### src/rtl/mscc_pkg.sv
package mscc_pkg;

	// Grid limits and the field widths derived from them.
	localparam int MAX_ROW_LENGTH = 256;
	localparam int MAX_ROWS       = 256;
	localparam int COL_W          = $clog2(MAX_ROW_LENGTH);
	localparam int ROW_W          = $clog2(MAX_ROWS);
	localparam int RLE_W          = COL_W + 1;
	localparam int RL_W           = 9;
	localparam int SIZE_W         = 8;
	localparam int SAMPLE_W       = 16;
	localparam int COORD_W        = 17;
	localparam int CASE_W         = 4;

	// The line buffer is split into an even and an odd bank so that two
	// neighboring entries can be read and written in the same cycle.
	localparam int BANK_DEPTH = MAX_ROW_LENGTH / 2;
	localparam int BANK_AW    = COL_W - 1;

	// Output queue of cell entries; the depth must be a power of two.
	localparam int QUEUE_DEPTH = 4;
	localparam int QPTR_W      = $clog2(QUEUE_DEPTH);
	localparam int QCNT_W      = $clog2(QUEUE_DEPTH + 1);

	// Configuration port.
	localparam int CFG_ADDR_W = 4;
	localparam int CFG_DATA_W = 32;

	localparam logic signed [SAMPLE_W-1:0] LEVEL_THRESHOLD_RST = '0;
	localparam logic [RL_W-1:0]            ROW_LENGTH_RST      = 9'd256;
	localparam logic [SIZE_W-1:0]          CELL_SIZE_RST       = 8'd10;

	typedef enum logic [1:0] {
		REG_LEVEL_THRESHOLD = 2'd0,
		REG_ROW_LENGTH      = 2'd1,
		REG_CELL_SIZE       = 2'd2
	} reg_idx_t;

	// Corner cases with special meaning.
	localparam logic [CASE_W-1:0] CASE_EMPTY    = 4'd0;
	localparam logic [CASE_W-1:0] CASE_FULL     = 4'd15;
	localparam logic [CASE_W-1:0] CASE_SADDLE_A = 4'd5;
	localparam logic [CASE_W-1:0] CASE_SADDLE_B = 4'd10;

	// Edge midpoints of a cell.
	typedef enum logic [1:0] {
		PT_TOP    = 2'd0,
		PT_LEFT   = 2'd1,
		PT_RIGHT  = 2'd2,
		PT_BOTTOM = 2'd3
	} pt_t;

	typedef struct packed {
		logic signed [SAMPLE_W-1:0] level_threshold;
		logic [RL_W-1:0]            row_length;
		logic [SIZE_W-1:0]          cell_size;
	} cfg_t;

	typedef struct packed {
		logic               valid;
		logic [CASE_W-1:0]  cell_case;
		logic [COORD_W-1:0] gx;
		logic [COORD_W-1:0] gy;
	} cell_t;

	typedef struct packed {
		logic [COORD_W-1:0] x;
		logic [COORD_W-1:0] y;
	} xy_t;

	typedef struct packed {
		logic [COORD_W-1:0] start_x;
		logic [COORD_W-1:0] start_y;
		logic [COORD_W-1:0] end_x;
		logic [COORD_W-1:0] end_y;
	} seg_t;

	typedef struct packed {
		seg_t              first;
		seg_t              second;
		logic [CASE_W-1:0] cell_case;
		logic              two;
	} entry_t;

	typedef struct packed {
		logic two;
		pt_t  a0;
		pt_t  b0;
		pt_t  a1;
		pt_t  b1;
	} plan_t;

	// Segment endpoints for each corner case, in output order.
	function automatic plan_t seg_plan(input logic [CASE_W-1:0] cs);
		plan_t p;
		p = '{two: 1'b0, a0: PT_TOP, b0: PT_TOP, a1: PT_TOP, b1: PT_TOP};
		case (cs) inside
			4'd1, 4'd14: begin
				p.a0 = PT_TOP;
				p.b0 = PT_LEFT;
			end
			4'd2, 4'd13: begin
				p.a0 = PT_TOP;
				p.b0 = PT_RIGHT;
			end
			4'd4, 4'd11: begin
				p.a0 = PT_RIGHT;
				p.b0 = PT_BOTTOM;
			end
			4'd7, 4'd8: begin
				p.a0 = PT_BOTTOM;
				p.b0 = PT_LEFT;
			end
			4'd6, 4'd9: begin
				p.a0 = PT_TOP;
				p.b0 = PT_BOTTOM;
			end
			4'd3, 4'd12: begin
				p.a0 = PT_LEFT;
				p.b0 = PT_RIGHT;
			end
			CASE_SADDLE_A: begin
				p.two = 1'b1;
				p.a0  = PT_TOP;
				p.b0  = PT_LEFT;
				p.a1  = PT_RIGHT;
				p.b1  = PT_BOTTOM;
			end
			CASE_SADDLE_B: begin
				p.two = 1'b1;
				p.a0  = PT_TOP;
				p.b0  = PT_RIGHT;
				p.a1  = PT_BOTTOM;
				p.b1  = PT_LEFT;
			end
			default: begin
				p.two = 1'b0;
			end
		endcase
		return p;
	endfunction

	// Position of an edge midpoint; sums wrap at the coordinate width.
	function automatic xy_t point_at(input pt_t pt, input logic [COORD_W-1:0] gx,
			input logic [COORD_W-1:0] gy, input logic [COORD_W-1:0] s);
		xy_t r;
		case (pt)
			PT_TOP: begin
				r.x = gx + s;
				r.y = gy;
			end
			PT_LEFT: begin
				r.x = gx;
				r.y = gy + s;
			end
			PT_RIGHT: begin
				r.x = gx + (s << 1);
				r.y = gy + s;
			end
			default: begin
				r.x = gx + s;
				r.y = gy + (s << 1);
			end
		endcase
		return r;
	endfunction

endpackage

### src/rtl/mscc_if.sv
// Sample stream: one grid point per item.
interface mscc_in_if import mscc_pkg::*; ();
	logic                       valid;
	logic                       ready;
	logic signed [SAMPLE_W-1:0] sample;
	logic                       first_of_frame;

	modport source (output valid, output sample, output first_of_frame, input ready);
	modport sink (input valid, input sample, input first_of_frame, output ready);
endinterface

// Segment stream: one contour segment per item.
interface mscc_out_if import mscc_pkg::*; ();
	logic               valid;
	logic               ready;
	logic [COORD_W-1:0] start_x;
	logic [COORD_W-1:0] start_y;
	logic [COORD_W-1:0] end_x;
	logic [COORD_W-1:0] end_y;
	logic [CASE_W-1:0]  cell_case;
	logic               last_segment;

	modport source (output valid, output start_x, output start_y, output end_x,
		output end_y, output cell_case, output last_segment, input ready);
	modport sink (input valid, input start_x, input start_y, input end_x,
		input end_y, input cell_case, input last_segment, output ready);
endinterface

### src/rtl/mscc_ram.sv
// Simple dual-port RAM: one write port, one registered read port.
// A read at the address being written returns the old contents.
module mscc_ram #(
	parameter int WIDTH = 1,
	parameter int DEPTH = 128
) (
	input  logic                     clk,
	input  logic                     we,
	input  logic [$clog2(DEPTH)-1:0] waddr,
	input  logic [WIDTH-1:0]         wdata,
	input  logic [$clog2(DEPTH)-1:0] raddr,
	output logic [WIDTH-1:0]         rdata
);

	logic [WIDTH-1:0] mem_q [DEPTH];

	always_ff @(posedge clk) begin
		if (we) begin
			mem_q[waddr] <= wdata;
		end
		rdata <= mem_q[raddr];
	end

endmodule

### src/rtl/mscc_cfg.sv
// Configuration registers behind an APB-style port with no wait states.
module mscc_cfg import mscc_pkg::*; (
	input  logic                  clk,
	input  logic                  arst_n,
	input  logic                  psel,
	input  logic                  penable,
	input  logic                  pwrite,
	input  logic [CFG_ADDR_W-1:0] paddr,
	input  logic [CFG_DATA_W-1:0] pwdata,
	output logic [CFG_DATA_W-1:0] prdata,
	output logic                  pready,
	output cfg_t                  cfg
);

	logic     wr_en;
	reg_idx_t idx;
	cfg_t     cfg_q;

	assign pready = 1'b1;
	assign wr_en  = psel && penable && pwrite && pready;
	assign idx    = reg_idx_t'(paddr[CFG_ADDR_W-1:2]);
	assign cfg    = cfg_q;

	// Register writes; an address beyond the last register is ignored.
	always_ff @(posedge clk or negedge arst_n) begin
		if (!arst_n) begin
			cfg_q.level_threshold <= LEVEL_THRESHOLD_RST;
			cfg_q.row_length      <= ROW_LENGTH_RST;
			cfg_q.cell_size       <= CELL_SIZE_RST;
		end else if (wr_en) begin
			case (idx)
				REG_LEVEL_THRESHOLD: cfg_q.level_threshold <= pwdata[SAMPLE_W-1:0];
				REG_ROW_LENGTH:      cfg_q.row_length <= pwdata[RL_W-1:0];
				REG_CELL_SIZE:       cfg_q.cell_size <= pwdata[SIZE_W-1:0];
				default: begin
				end
			endcase
		end
	end

	// Read-back mux.
	always_comb begin
		case (idx)
			REG_LEVEL_THRESHOLD: prdata = CFG_DATA_W'(cfg_q.level_threshold);
			REG_ROW_LENGTH:      prdata = CFG_DATA_W'(cfg_q.row_length);
			REG_CELL_SIZE:       prdata = CFG_DATA_W'(cfg_q.cell_size);
			default:             prdata = '0;
		endcase
	end

endmodule

### src/rtl/mscc_scan.sv
// Raster position tracking, one-bit line buffer and cell formation.
// Stage 1 holds the corner bits of the new cell, stage 2 its grid origin.
module mscc_scan import mscc_pkg::*; (
	input  logic                       clk,
	input  logic                       arst_n,
	input  logic                       accept,
	input  logic signed [SAMPLE_W-1:0] sample,
	input  logic                       first_of_frame,
	input  cfg_t                       cfg,
	output logic                       valid_s1,
	output cell_t                      cell_s2
);

	localparam int PRODX_W = COL_W + SIZE_W;
	localparam int PRODY_W = ROW_W + SIZE_W;

	logic [COL_W-1:0]   column_count_q;
	logic [ROW_W-1:0]   row_count_q;
	logic               left_bit_q;
	logic [RLE_W-1:0]   rl_eff;
	logic [COL_W-1:0]   last_col;
	logic [COL_W-1:0]   col_raw;
	logic [COL_W-1:0]   col;
	logic [COL_W-1:0]   col_m1;
	logic [ROW_W-1:0]   row;
	logic               cur;
	logic               at_last;

	logic               bank_we    [2];
	logic [BANK_AW-1:0] bank_addr  [2];
	logic               bank_wdata [2];
	logic               bank_rdata [2];

	logic [COL_W-1:0]   col_m1_s1;
	logic [ROW_W-1:0]   row_m1_s1;
	logic               cur_s1;
	logic               left_s1;
	logic               par_s1;
	logic               form_s1;
	logic [CASE_W-1:0]  case_s1;
	logic [PRODX_W-1:0] prod_x;
	logic [PRODY_W-1:0] prod_y;

	logic               cell_valid_s2;
	logic [CASE_W-1:0]  cell_case_s2;
	logic [COORD_W-1:0] gx_s2;
	logic [COORD_W-1:0] gy_s2;

	// Effective row length, clamped to the supported range.
	always_comb begin
		if (int'(cfg.row_length) < 2) begin
			rl_eff = RLE_W'(2);
		end else if (int'(cfg.row_length) > MAX_ROW_LENGTH) begin
			rl_eff = RLE_W'(MAX_ROW_LENGTH);
		end else begin
			rl_eff = RLE_W'(cfg.row_length);
		end
	end

	// Position of the incoming sample; a stale column counts as the last one.
	always_comb begin
		last_col = COL_W'(rl_eff - RLE_W'(1));
		col_raw  = first_of_frame ? '0 : column_count_q;
		row      = first_of_frame ? '0 : row_count_q;
		col      = (col_raw > last_col) ? last_col : col_raw;
		col_m1   = col - COL_W'(1);
		at_last  = (col == last_col);
		cur      = (sample >= cfg.level_threshold);
	end

	// Line buffer banks. The entry left of the sample takes the previous bit,
	// and at the row end the sample's own entry takes the current bit.
	for (genvar b = 0; b < 2; b++) begin : g_bank
		logic own;

		always_comb begin
			own           = (col[0] == 1'(b));
			bank_addr[b]  = own ? col[COL_W-1:1] : col_m1[COL_W-1:1];
			bank_wdata[b] = own ? cur : left_bit_q;
			bank_we[b]    = accept && (own ? at_last : (col != '0));
		end

		mscc_ram #(
			.WIDTH (1),
			.DEPTH (BANK_DEPTH)
		) u_bank (
			.clk   (clk),
			.we    (bank_we[b]),
			.waddr (bank_addr[b]),
			.wdata (bank_wdata[b]),
			.raddr (bank_addr[b]),
			.rdata (bank_rdata[b])
		);
	end

	// Raster counters and stage valid flags.
	always_ff @(posedge clk or negedge arst_n) begin
		if (!arst_n) begin
			column_count_q <= '0;
			row_count_q    <= '0;
			valid_s1       <= 1'b0;
			cell_valid_s2  <= 1'b0;
		end else begin
			valid_s1      <= accept;
			cell_valid_s2 <= valid_s1 && form_s1 && (case_s1 != CASE_EMPTY) &&
				(case_s1 != CASE_FULL);
			if (accept) begin
				if (at_last) begin
					column_count_q <= '0;
					row_count_q    <= (int'(row) == MAX_ROWS - 1) ? '0 : row + ROW_W'(1);
				end else begin
					column_count_q <= col + COL_W'(1);
					row_count_q    <= row;
				end
			end
		end
	end

	// Stage 1 payload.
	always_ff @(posedge clk) begin
		if (accept) begin
			left_bit_q <= cur;
			col_m1_s1  <= col_m1;
			row_m1_s1  <= row - ROW_W'(1);
			cur_s1     <= cur;
			left_s1    <= left_bit_q;
			par_s1     <= col[0];
			form_s1    <= (col != '0) && (row != '0);
		end
	end

	// Corner case and grid origin of the cell.
	always_comb begin
		case_s1 = {left_s1, cur_s1, bank_rdata[par_s1], bank_rdata[!par_s1]};
		prod_x  = PRODX_W'(col_m1_s1) * PRODX_W'(cfg.cell_size);
		prod_y  = PRODY_W'(row_m1_s1) * PRODY_W'(cfg.cell_size);
	end

	// Stage 2 payload.
	always_ff @(posedge clk) begin
		cell_case_s2 <= case_s1;
		gx_s2        <= COORD_W'({prod_x, 1'b0});
		gy_s2        <= COORD_W'({prod_y, 1'b0});
	end

	assign cell_s2 = '{valid: cell_valid_s2, cell_case: cell_case_s2, gx: gx_s2, gy: gy_s2};

`ifndef NO_ASSERTIONS
	// A sample taken at the row end restarts the column count.
	a_row_wrap: assert property (@(posedge clk) disable iff (!arst_n)
		accept && at_last |=> column_count_q == '0)
		else $error("column count did not wrap at the row end");

	// A cell in stage 2 comes from an item that was in stage 1.
	a_cell_origin: assert property (@(posedge clk) disable iff (!arst_n)
		cell_valid_s2 |-> $past(valid_s1))
		else $error("cell appeared without a stage 1 item");
`endif

endmodule

### src/rtl/mscc_queue.sv
// Segment geometry and a small queue of cell entries. A saddle entry is
// delivered as two items; input flow is throttled by reserved queue space.
module mscc_queue import mscc_pkg::*; (
	input  logic      clk,
	input  logic      arst_n,
	input  logic      valid_s1,
	input  cell_t     cell_in,
	input  cfg_t      cfg,
	output logic      room,
	mscc_out_if.source segments
);

	localparam int SUM_W = QCNT_W + 1;

	entry_t             fifo_q [QUEUE_DEPTH];
	logic [QPTR_W-1:0]  wptr_q;
	logic [QPTR_W-1:0]  rptr_q;
	logic [QCNT_W-1:0]  count_q;
	logic               sub_q;

	logic [COORD_W-1:0] s17;
	plan_t              plan;
	xy_t                pa0, pb0, pa1, pb1;
	entry_t             new_entry;
	entry_t             head;
	seg_t               seg;
	logic               push;
	logic               fire;
	logic               pop;

	// Endpoints of the cell's segments.
	always_comb begin
		s17  = COORD_W'(cfg.cell_size);
		plan = seg_plan(cell_in.cell_case);
		pa0  = point_at(plan.a0, cell_in.gx, cell_in.gy, s17);
		pb0  = point_at(plan.b0, cell_in.gx, cell_in.gy, s17);
		pa1  = point_at(plan.a1, cell_in.gx, cell_in.gy, s17);
		pb1  = point_at(plan.b1, cell_in.gx, cell_in.gy, s17);
		new_entry.first     = '{start_x: pa0.x, start_y: pa0.y, end_x: pb0.x, end_y: pb0.y};
		new_entry.second    = '{start_x: pa1.x, start_y: pa1.y, end_x: pb1.x, end_y: pb1.y};
		new_entry.cell_case = cell_in.cell_case;
		new_entry.two       = plan.two;
	end

	// Head of the queue drives the output.
	always_comb begin
		head                   = fifo_q[rptr_q];
		seg                    = sub_q ? head.second : head.first;
		segments.valid         = (count_q != '0);
		segments.start_x       = seg.start_x;
		segments.start_y       = seg.start_y;
		segments.end_x         = seg.end_x;
		segments.end_y         = seg.end_y;
		segments.cell_case     = head.cell_case;
		segments.last_segment  = !head.two || sub_q;
		push                   = cell_in.valid;
		fire                   = segments.valid && segments.ready;
		pop                    = fire && (!head.two || sub_q);
	end

	// Every item in the pipeline holds one queue slot in reserve.
	assign room = (SUM_W'(count_q) + SUM_W'(valid_s1) + SUM_W'(cell_in.valid)) <
		SUM_W'(QUEUE_DEPTH);

	// Queue pointers and the saddle sub-index.
	always_ff @(posedge clk or negedge arst_n) begin
		if (!arst_n) begin
			wptr_q  <= '0;
			rptr_q  <= '0;
			count_q <= '0;
			sub_q   <= 1'b0;
		end else begin
			if (push) begin
				wptr_q <= wptr_q + QPTR_W'(1);
			end
			if (pop) begin
				rptr_q <= rptr_q + QPTR_W'(1);
				sub_q  <= 1'b0;
			end else if (fire) begin
				sub_q <= 1'b1;
			end
			if (push && !pop) begin
				count_q <= count_q + QCNT_W'(1);
			end else if (pop && !push) begin
				count_q <= count_q - QCNT_W'(1);
			end
		end
	end

	// Queue storage.
	always_ff @(posedge clk) begin
		if (push) begin
			fifo_q[wptr_q] <= new_entry;
		end
	end

`ifndef NO_ASSERTIONS
	// The reservation scheme never lets the queue overflow.
	a_no_overflow: assert property (@(posedge clk) disable iff (!arst_n)
		push |-> (count_q < QCNT_W'(QUEUE_DEPTH)) || pop)
		else $error("segment queue overflow");

	// The fill count stays within the queue depth.
	a_count_range: assert property (@(posedge clk) disable iff (!arst_n)
		count_q <= QCNT_W'(QUEUE_DEPTH))
		else $error("segment queue count out of range");

	// The second segment is only ever pending on a saddle entry.
	a_sub_saddle: assert property (@(posedge clk) disable iff (!arst_n)
		sub_q |-> (count_q != '0) && head.two)
		else $error("second segment pending on a single-segment entry");
`endif

endmodule

### src/rtl/marching_squares_contour_core.sv
// A sample item passes through stage 1, stage 2 and the queue before its segment
// item is offered. Throughput: one sample item per cycle while the queue has room.
// A saddle cell gives two segment items; with two of the four queue entries held
// for items in flight, it stalls the input when each following cell emits a segment.
// Reset: arst_n clears raster counters, pipeline valids and the queue, and loads
// the register defaults; the one-bit line buffer is not cleared and needs no sweep.
module marching_squares_contour_core import mscc_pkg::*; (
	input  logic                  clk,
	input  logic                  arst_n,
	mscc_in_if.sink               samples,
	mscc_out_if.source            segments,
	input  logic                  psel,
	input  logic                  penable,
	input  logic                  pwrite,
	input  logic [CFG_ADDR_W-1:0] paddr,
	input  logic [CFG_DATA_W-1:0] pwdata,
	output logic [CFG_DATA_W-1:0] prdata,
	output logic                  pready
);

	cfg_t  cfg;
	logic  accept;
	logic  room;
	logic  valid_s1;
	cell_t cell_s2;

	// Sample handshake.
	assign samples.ready = room;
	assign accept        = samples.valid && room;

	mscc_cfg u_cfg (
		.clk     (clk),
		.arst_n  (arst_n),
		.psel    (psel),
		.penable (penable),
		.pwrite  (pwrite),
		.paddr   (paddr),
		.pwdata  (pwdata),
		.prdata  (prdata),
		.pready  (pready),
		.cfg     (cfg)
	);

	mscc_scan u_scan (
		.clk            (clk),
		.arst_n         (arst_n),
		.accept         (accept),
		.sample         (samples.sample),
		.first_of_frame (samples.first_of_frame),
		.cfg            (cfg),
		.valid_s1       (valid_s1),
		.cell_s2        (cell_s2)
	);

	mscc_queue u_queue (
		.clk      (clk),
		.arst_n   (arst_n),
		.valid_s1 (valid_s1),
		.cell_in  (cell_s2),
		.cfg      (cfg),
		.room     (room),
		.segments (segments)
	);

endmodule

### src/flat_wrapper.sv
// flat-port wrapper written by rule: the top's interface ports become plain ports
module marching_squares_contour_core_flat import mscc_pkg::*;
  (clk, arst_n, psel, penable, pwrite, paddr, pwdata, prdata, pready, samples_valid, samples_sample, samples_first_of_frame, samples_ready, segments_valid, segments_start_x, segments_start_y, segments_end_x, segments_end_y, segments_cell_case, segments_last_segment, segments_ready);
  mscc_in_if samples_i ();
  mscc_out_if segments_i ();
  input  logic clk;
  input  logic arst_n;
  input  logic psel;
  input  logic penable;
  input  logic pwrite;
  input  logic [CFG_ADDR_W-1:0] paddr;
  input  logic [CFG_DATA_W-1:0] pwdata;
  output logic [CFG_DATA_W-1:0] prdata;
  output logic pready;
  input wire logic [$bits(samples_i.valid)-1:0] samples_valid;
  input wire logic [$bits(samples_i.sample)-1:0] samples_sample;
  input wire logic [$bits(samples_i.first_of_frame)-1:0] samples_first_of_frame;
  output wire logic [$bits(samples_i.ready)-1:0] samples_ready;
  output wire logic [$bits(segments_i.valid)-1:0] segments_valid;
  output wire logic [$bits(segments_i.start_x)-1:0] segments_start_x;
  output wire logic [$bits(segments_i.start_y)-1:0] segments_start_y;
  output wire logic [$bits(segments_i.end_x)-1:0] segments_end_x;
  output wire logic [$bits(segments_i.end_y)-1:0] segments_end_y;
  output wire logic [$bits(segments_i.cell_case)-1:0] segments_cell_case;
  output wire logic [$bits(segments_i.last_segment)-1:0] segments_last_segment;
  input wire logic [$bits(segments_i.ready)-1:0] segments_ready;
  assign samples_i.valid = samples_valid;
  assign samples_i.sample = samples_sample;
  assign samples_i.first_of_frame = samples_first_of_frame;
  assign samples_ready = samples_i.ready;
  assign segments_valid = segments_i.valid;
  assign segments_start_x = segments_i.start_x;
  assign segments_start_y = segments_i.start_y;
  assign segments_end_x = segments_i.end_x;
  assign segments_end_y = segments_i.end_y;
  assign segments_cell_case = segments_i.cell_case;
  assign segments_last_segment = segments_i.last_segment;
  assign segments_i.ready = segments_ready;
  marching_squares_contour_core u_core (.clk(clk), .arst_n(arst_n), .samples(samples_i), .segments(segments_i), .psel(psel), .penable(penable), .pwrite(pwrite), .paddr(paddr), .pwdata(pwdata), .prdata(prdata), .pready(pready));
endmodule
### config.mk
export PLATFORM = sky130hd
export DESIGN_NAME = marching_squares_contour_core_flat
export DESIGN_NICKNAME = d
export VERILOG_FILES = /design/src/rtl/mscc_pkg.sv /design/src/rtl/mscc_if.sv /design/src/rtl/mscc_ram.sv /design/src/rtl/mscc_cfg.sv /design/src/rtl/mscc_scan.sv /design/src/rtl/mscc_queue.sv /design/src/rtl/marching_squares_contour_core.sv /design/src/flat_wrapper.sv
export SDC_FILE = /design/constraint.sdc
export NUM_CORES = 2
export LEC_CHECK = 0
export ABC_AREA = 1
export BUFFER_PORTS_ARGS = -buffer_cell sky130_fd_sc_hd__buf_2
export CAP_MARGIN = 20
export CORE_MARGIN = 2
export CORE_UTILIZATION = 63
export CTS_CLUSTER_DIAMETER = 100
export DETAILED_ROUTE_END_ITERATION = 10
export HOLD_SLACK_MARGIN = 0.15
export PLACE_DENSITY = 0.87
export SYNTH_ARGS = -nofsm -noshare
export SYNTH_HDL_FRONTEND = slang
export SYNTH_SLANG_ARGS = --single-unit
### constraint.sdc
create_clock -name clk -period 12 [get_ports clk]
set_input_delay 2.4 -clock clk [delete_from_list [all_inputs] [get_ports clk]]
set_output_delay 2.4 -clock clk [all_outputs]
set_load 0.03 [all_outputs]
==> flow_metrics.env <==
export IMPL_post_synth_top_area_fraction_pct=53.00
export IMPL_gp_congestion=0.9195
export IMPL_post_place_cells=5712
export IMPL_core_um2=74570
export IMPL_relative_max_transition_margin_pct=23.61
export IMPL_maxCapViolCount=0
export IMPL_outcome="complete, no violations"
export IMPL_grt_overflow=0
export IMPL_port_buffers=148
export IMPL_crit_path_end_kind="output port"
export IMPL_place_hpwl_um=68820
export IMPL_class_of_the_most_critical_hold_timing_path="register to register"
export IMPL_cts_repair_timing_setup_buffer_count=0
export IMPL_drive_above_1_share_pct=10.40
export IMPL_initial_core_util_pct=63.82
export IMPL_cp_top_family="buffers and inverters"
export IMPL_cts_clk_slew_worst_paths_ns=0.06
export IMPL_p_comb_share_pct=50.9
export IMPL_sequentialPowerShare_pct=30.3
export IMPL_fin_skew_ns=0.04230
export IMPL_number_of_storage_elements_in_the_synthesis_netlist=937
export IMPL_worst_ir_drop_vdd_mv=0.2967
export IMPL_class_of_the_most_critical_setup_path="register to output port"
export IMPL_chipHeight_um=278.8
export IMPL_antenna_viol_nets_final=0
export IMPL_fin_setup_tns_ns=0
export IMPL_hold_viol=0
export IMPL_drc_viols=0
export IMPL_synth_area_per_cell_um2=9.888
export IMPL_synth_seq_area_share_pct=57.71
export IMPL_sw_frac_of_total_pct=46.50
export IMPL_grt_usage_pct=29.85
export IMPL_synth_fp_nets=5088
export IMPL_grt_pass1_wl_um=182800
export IMPL_synth_top_cell_by_area="sky130_fd_sc_hd__edfxtp_1"
export IMPL_pd_cells_nw_per_um2=312.4
export IMPL_postSynth_asyncResetShare_pct=6.297
export IMPL_post_synth_edffs=840
export IMPL_pre_cts_ws_ns=4.596
export IMPL_grt_max_degree=167
export IMPL_cts_root_buf="sky130_fd_sc_hd__clkbuf_16"
export IMPL_critPathMaxStageDelay_ns=0.92
export IMPL_total_switching_power_mw=7.556
export IMPL_cts_hold_buffers=0
export IMPL_timing_critical_path_arrival_ns=4.65
export IMPL_worst_slew_pin_slew_ns=1.145
export IMPL_achievable_frequency_ghz=0.1419
export IMPL_die_w_um=278.8
export IMPL_drt_wirelength_per_cell_um=19.91
export IMPL_initial_antenna_violation_count=2
export IMPL_final_min_period_over_clock_period_pct=58.71
export IMPL_routed_via_density=6.097
export IMPL_rows=100
export IMPL_grt_setup_unrepaired="false"
export IMPL_cts_tree="done"
export IMPL_worst_path_buf_inv=4
export IMPL_clkSinkCount=937
export IMPL_ys_warn_count=0
export IMPL_first_global_vias=35473
export IMPL_clock_insertion_delay_worst_skew_ns=0.68
export IMPL_setup_worst_path_start_class="register"
export IMPL_detail_route_wirelength_um=117300
export IMPL_timing_critical_path_required_ns=9.60
export IMPL_worst_path_cell_trace="inv_6 -> buf_16 -> buf_4 -> o21ai_0 -> o22ai_1 -> nor2_1 -> a31oi_1 -> buf_2"
export IMPL_worstPathMaxFanout=131
export IMPL_clk_path_buf_depth=3
export IMPL_synthTopCellsByArea="sky130_fd_sc_hd__edfxtp_1, sky130_fd_sc_hd__nor2_1, sky130_fd_sc_hd__nand2_1, sky130_fd_sc_hd__o21ai_0, sky130_fd_sc_hd__ha_1"
export IMPL_tritoncts_num_buffers=94
export IMPL_intPower_mw=8.692
export IMPL_drtPass1Iterations=9
export IMPL_final_max_slew_viol_count=0
export IMPL_final_critical_path_setup_slack_ns=4.955
export IMPL_pin_count=168
export IMPL_cpMaxStageDelayCell="sky130_fd_sc_hd__buf_4"
export IMPL_vias=35920
export IMPL_filler_cell_count=4963
export IMPL_final_min_period_ns=7.045
export IMPL_cts_repair_resized=0
export IMPL_floorplan_die_area_um2=77750
export IMPL_cts_htree_levels=3
export IMPL_finalSetupViolCount=0
export IMPL_power_frac_clock_pct=18.9
export IMPL_ys_types=62
export IMPL_syn_instance_count=4813
export IMPL_nets=5117
export IMPL_flow_area_growth_from_synthesis_pct=9.305
export IMPL_layout_cells_non_filler=5891
export IMPL_dominantRegCellSynth="sky130_fd_sc_hd__edfxtp_1"
export IMPL_violation_count_after_the_first_detailed_routing_iteration=4733
export IMPL_syn_area_um2=47590
export IMPL_cellLeakagePower_nw=20.74
## per-stage QoR
| step | instance area [um^2] | hold slack (ns) | power, mW | utilization [%] |
|---|---|---|---|---|
| after CTS | 51970 | 0.4171 | 16.06 | 69.69 |
| final | 52020 | 0.4181 | 16.25 | 69.76 |
| after floorplan | 47590 | 0.3672 | 10.74 | - |
| after global placement | 48720 | 0.3888 | 12.57 | 65.34 |
| after global routing | 52020 | 0.4358 | 17.19 | 69.76 |
| after detailed placement | 48720 | 0.4006 | 12.90 | 65.34 |
## synthesized netlist by cell type, types with 8 or more instances
cell type                    n
sky130_fd_sc_hd__nor2_1    958
sky130_fd_sc_hd__edfxtp_1  840
sky130_fd_sc_hd__nand2_1   837
sky130_fd_sc_hd__inv_1     427
sky130_fd_sc_hd__o21ai_0   399
sky130_fd_sc_hd__clkbuf_1  177
sky130_fd_sc_hd__ha_1      138
sky130_fd_sc_hd__nand3_1   100
sky130_fd_sc_hd__o22ai_1    95
sky130_fd_sc_hd__a21oi_1    82
sky130_fd_sc_hd__fa_1       77
sky130_fd_sc_hd__a31oi_1    73
sky130_fd_sc_hd__xor2_1     70
sky130_fd_sc_hd__o221ai_1   67
sky130_fd_sc_hd__or2_2      59
sky130_fd_sc_hd__dfrtp_1    56
sky130_fd_sc_hd__nand2_2    46
sky130_fd_sc_hd__dfxtp_1    38
sky130_fd_sc_hd__buf_4      35
sky130_fd_sc_hd__o211ai_1   32
sky130_fd_sc_hd__buf_1      17
sky130_fd_sc_hd__xnor2_1    17
sky130_fd_sc_hd__buf_2      15
sky130_fd_sc_hd__nor2_4     14
sky130_fd_sc_hd__o21bai_1   14
sky130_fd_sc_hd__nor3_1     13
sky130_fd_sc_hd__inv_2      11
sky130_fd_sc_hd__nand3_2     8
sky130_fd_sc_hd__nand4_1     8
sky130_fd_sc_hd__nor2_2      8
## path summary, 6_finish.rpt
kind	from	depth (start not counted)	slack [ns]	to
max	u_core.u_queue.rptr_q[0]	8	4.95	segments_start_y[2]
min	u_core.u_scan.left_s1	0	0.42	u_core.u_scan.cell_case_s2[3]
max reg2reg	u_core.u_cfg.cfg[16]	28	5.50	u_core.u_scan.g_bank[1].u_bank.mem_q[116]
min reg2reg	u_core.u_scan.left_s1	0	0.42	u_core.u_scan.cell_case_s2[3]
max in group asynchronous	arst_n	2	9.44	u_core.u_queue.rptr_q[1]
min in group asynchronous	arst_n	2	1.90	u_core.u_scan.row_count_q[6]
## sequential cells by signal, indices dropped and copies added (netlist names), 2 cells and up
| signal | count |
|---|---|
| u_core.u_cfg.cfg | 33 |
| u_core.u_queue.count_q | 3 |
| u_core.u_queue.fifo_q | 564 |
| u_core.u_queue.rptr_q | 2 |
| u_core.u_queue.wptr_q | 2 |
| u_core.u_scan.cell_case_s2 | 4 |
| u_core.u_scan.col_m1_s1 | 8 |
| u_core.u_scan.column_count_q | 8 |
| u_core.u_scan.g_bank.u_bank.mem_q | 256 |
| u_core.u_scan.g_bank.u_bank.rdata | 2 |
| u_core.u_scan.gx_s2 | 16 |
| u_core.u_scan.gy_s2 | 16 |
| u_core.u_scan.row_count_q | 8 |
| u_core.u_scan.row_m1_s1 | 8 |
## kinds of logic after synthesis
logic type,count (synthesis),share of synthesized area (%)
simple gates,2076,17.94
flops,937,57.71
mux,1,0.02103
fa+ha+maj,215,6.867
compound gates,800,9.901
buf+inv,695,5.916
xor+xnor,88,1.635
other cells,1,0.007880
## placed cells by master (no fill, tap or decap), types with 95 or more instances in the layout
cell                          n
sky130_fd_sc_hd__clkbuf_16   95
sky130_fd_sc_hd__nand3_1    100
sky130_fd_sc_hd__buf_2      148
sky130_fd_sc_hd__inv_1      419
sky130_fd_sc_hd__nor2_1     957
sky130_fd_sc_hd__nand2_1    837
sky130_fd_sc_hd__edfxtp_1   840
sky130_fd_sc_hd__ha_1       137
sky130_fd_sc_hd__o22ai_1     95
sky130_fd_sc_hd__o21ai_0    397
## metal layers
layer  up-vias  track usage, %  wire length [um]  share of wire [%]
met5         -               0                16              0.014
met4         2           15.38              5735                4.9
met3       451           5.581             12680                 11
met2      2231           50.85             57460                 49
met1     16981           36.49             41390                 35
li1      16255               -                 -                  -
## cell type report
type,count,area (um^2),share of cell area [%]
timing repair buffer,184,1037,1.994
sequential,937,27470,52.81
multi-input combinational,3181,17350,33.36
tap,969,1212,2.331
inverter,444,1697,3.262
clock inverter,47,653.1,1.256
clock buffer,128,2591,4.981
antenna,1,2.502,0.004811
## power groups by stage
stage | sequential (mW) | clock [mW] | combinational [mW]
after floorplan | 4.84 | 0 | 5.90
after global routing | 4.94 | 3.20 | 9.05
final | 4.92 | 3.07 | 8.27
after global placement | 4.94 | 0 | 7.63
after detailed placement | 4.96 | 0 | 7.94
after CTS | 4.90 | 3.08 | 8.09
No activity file was read; power rests on OpenSTA's default activity.
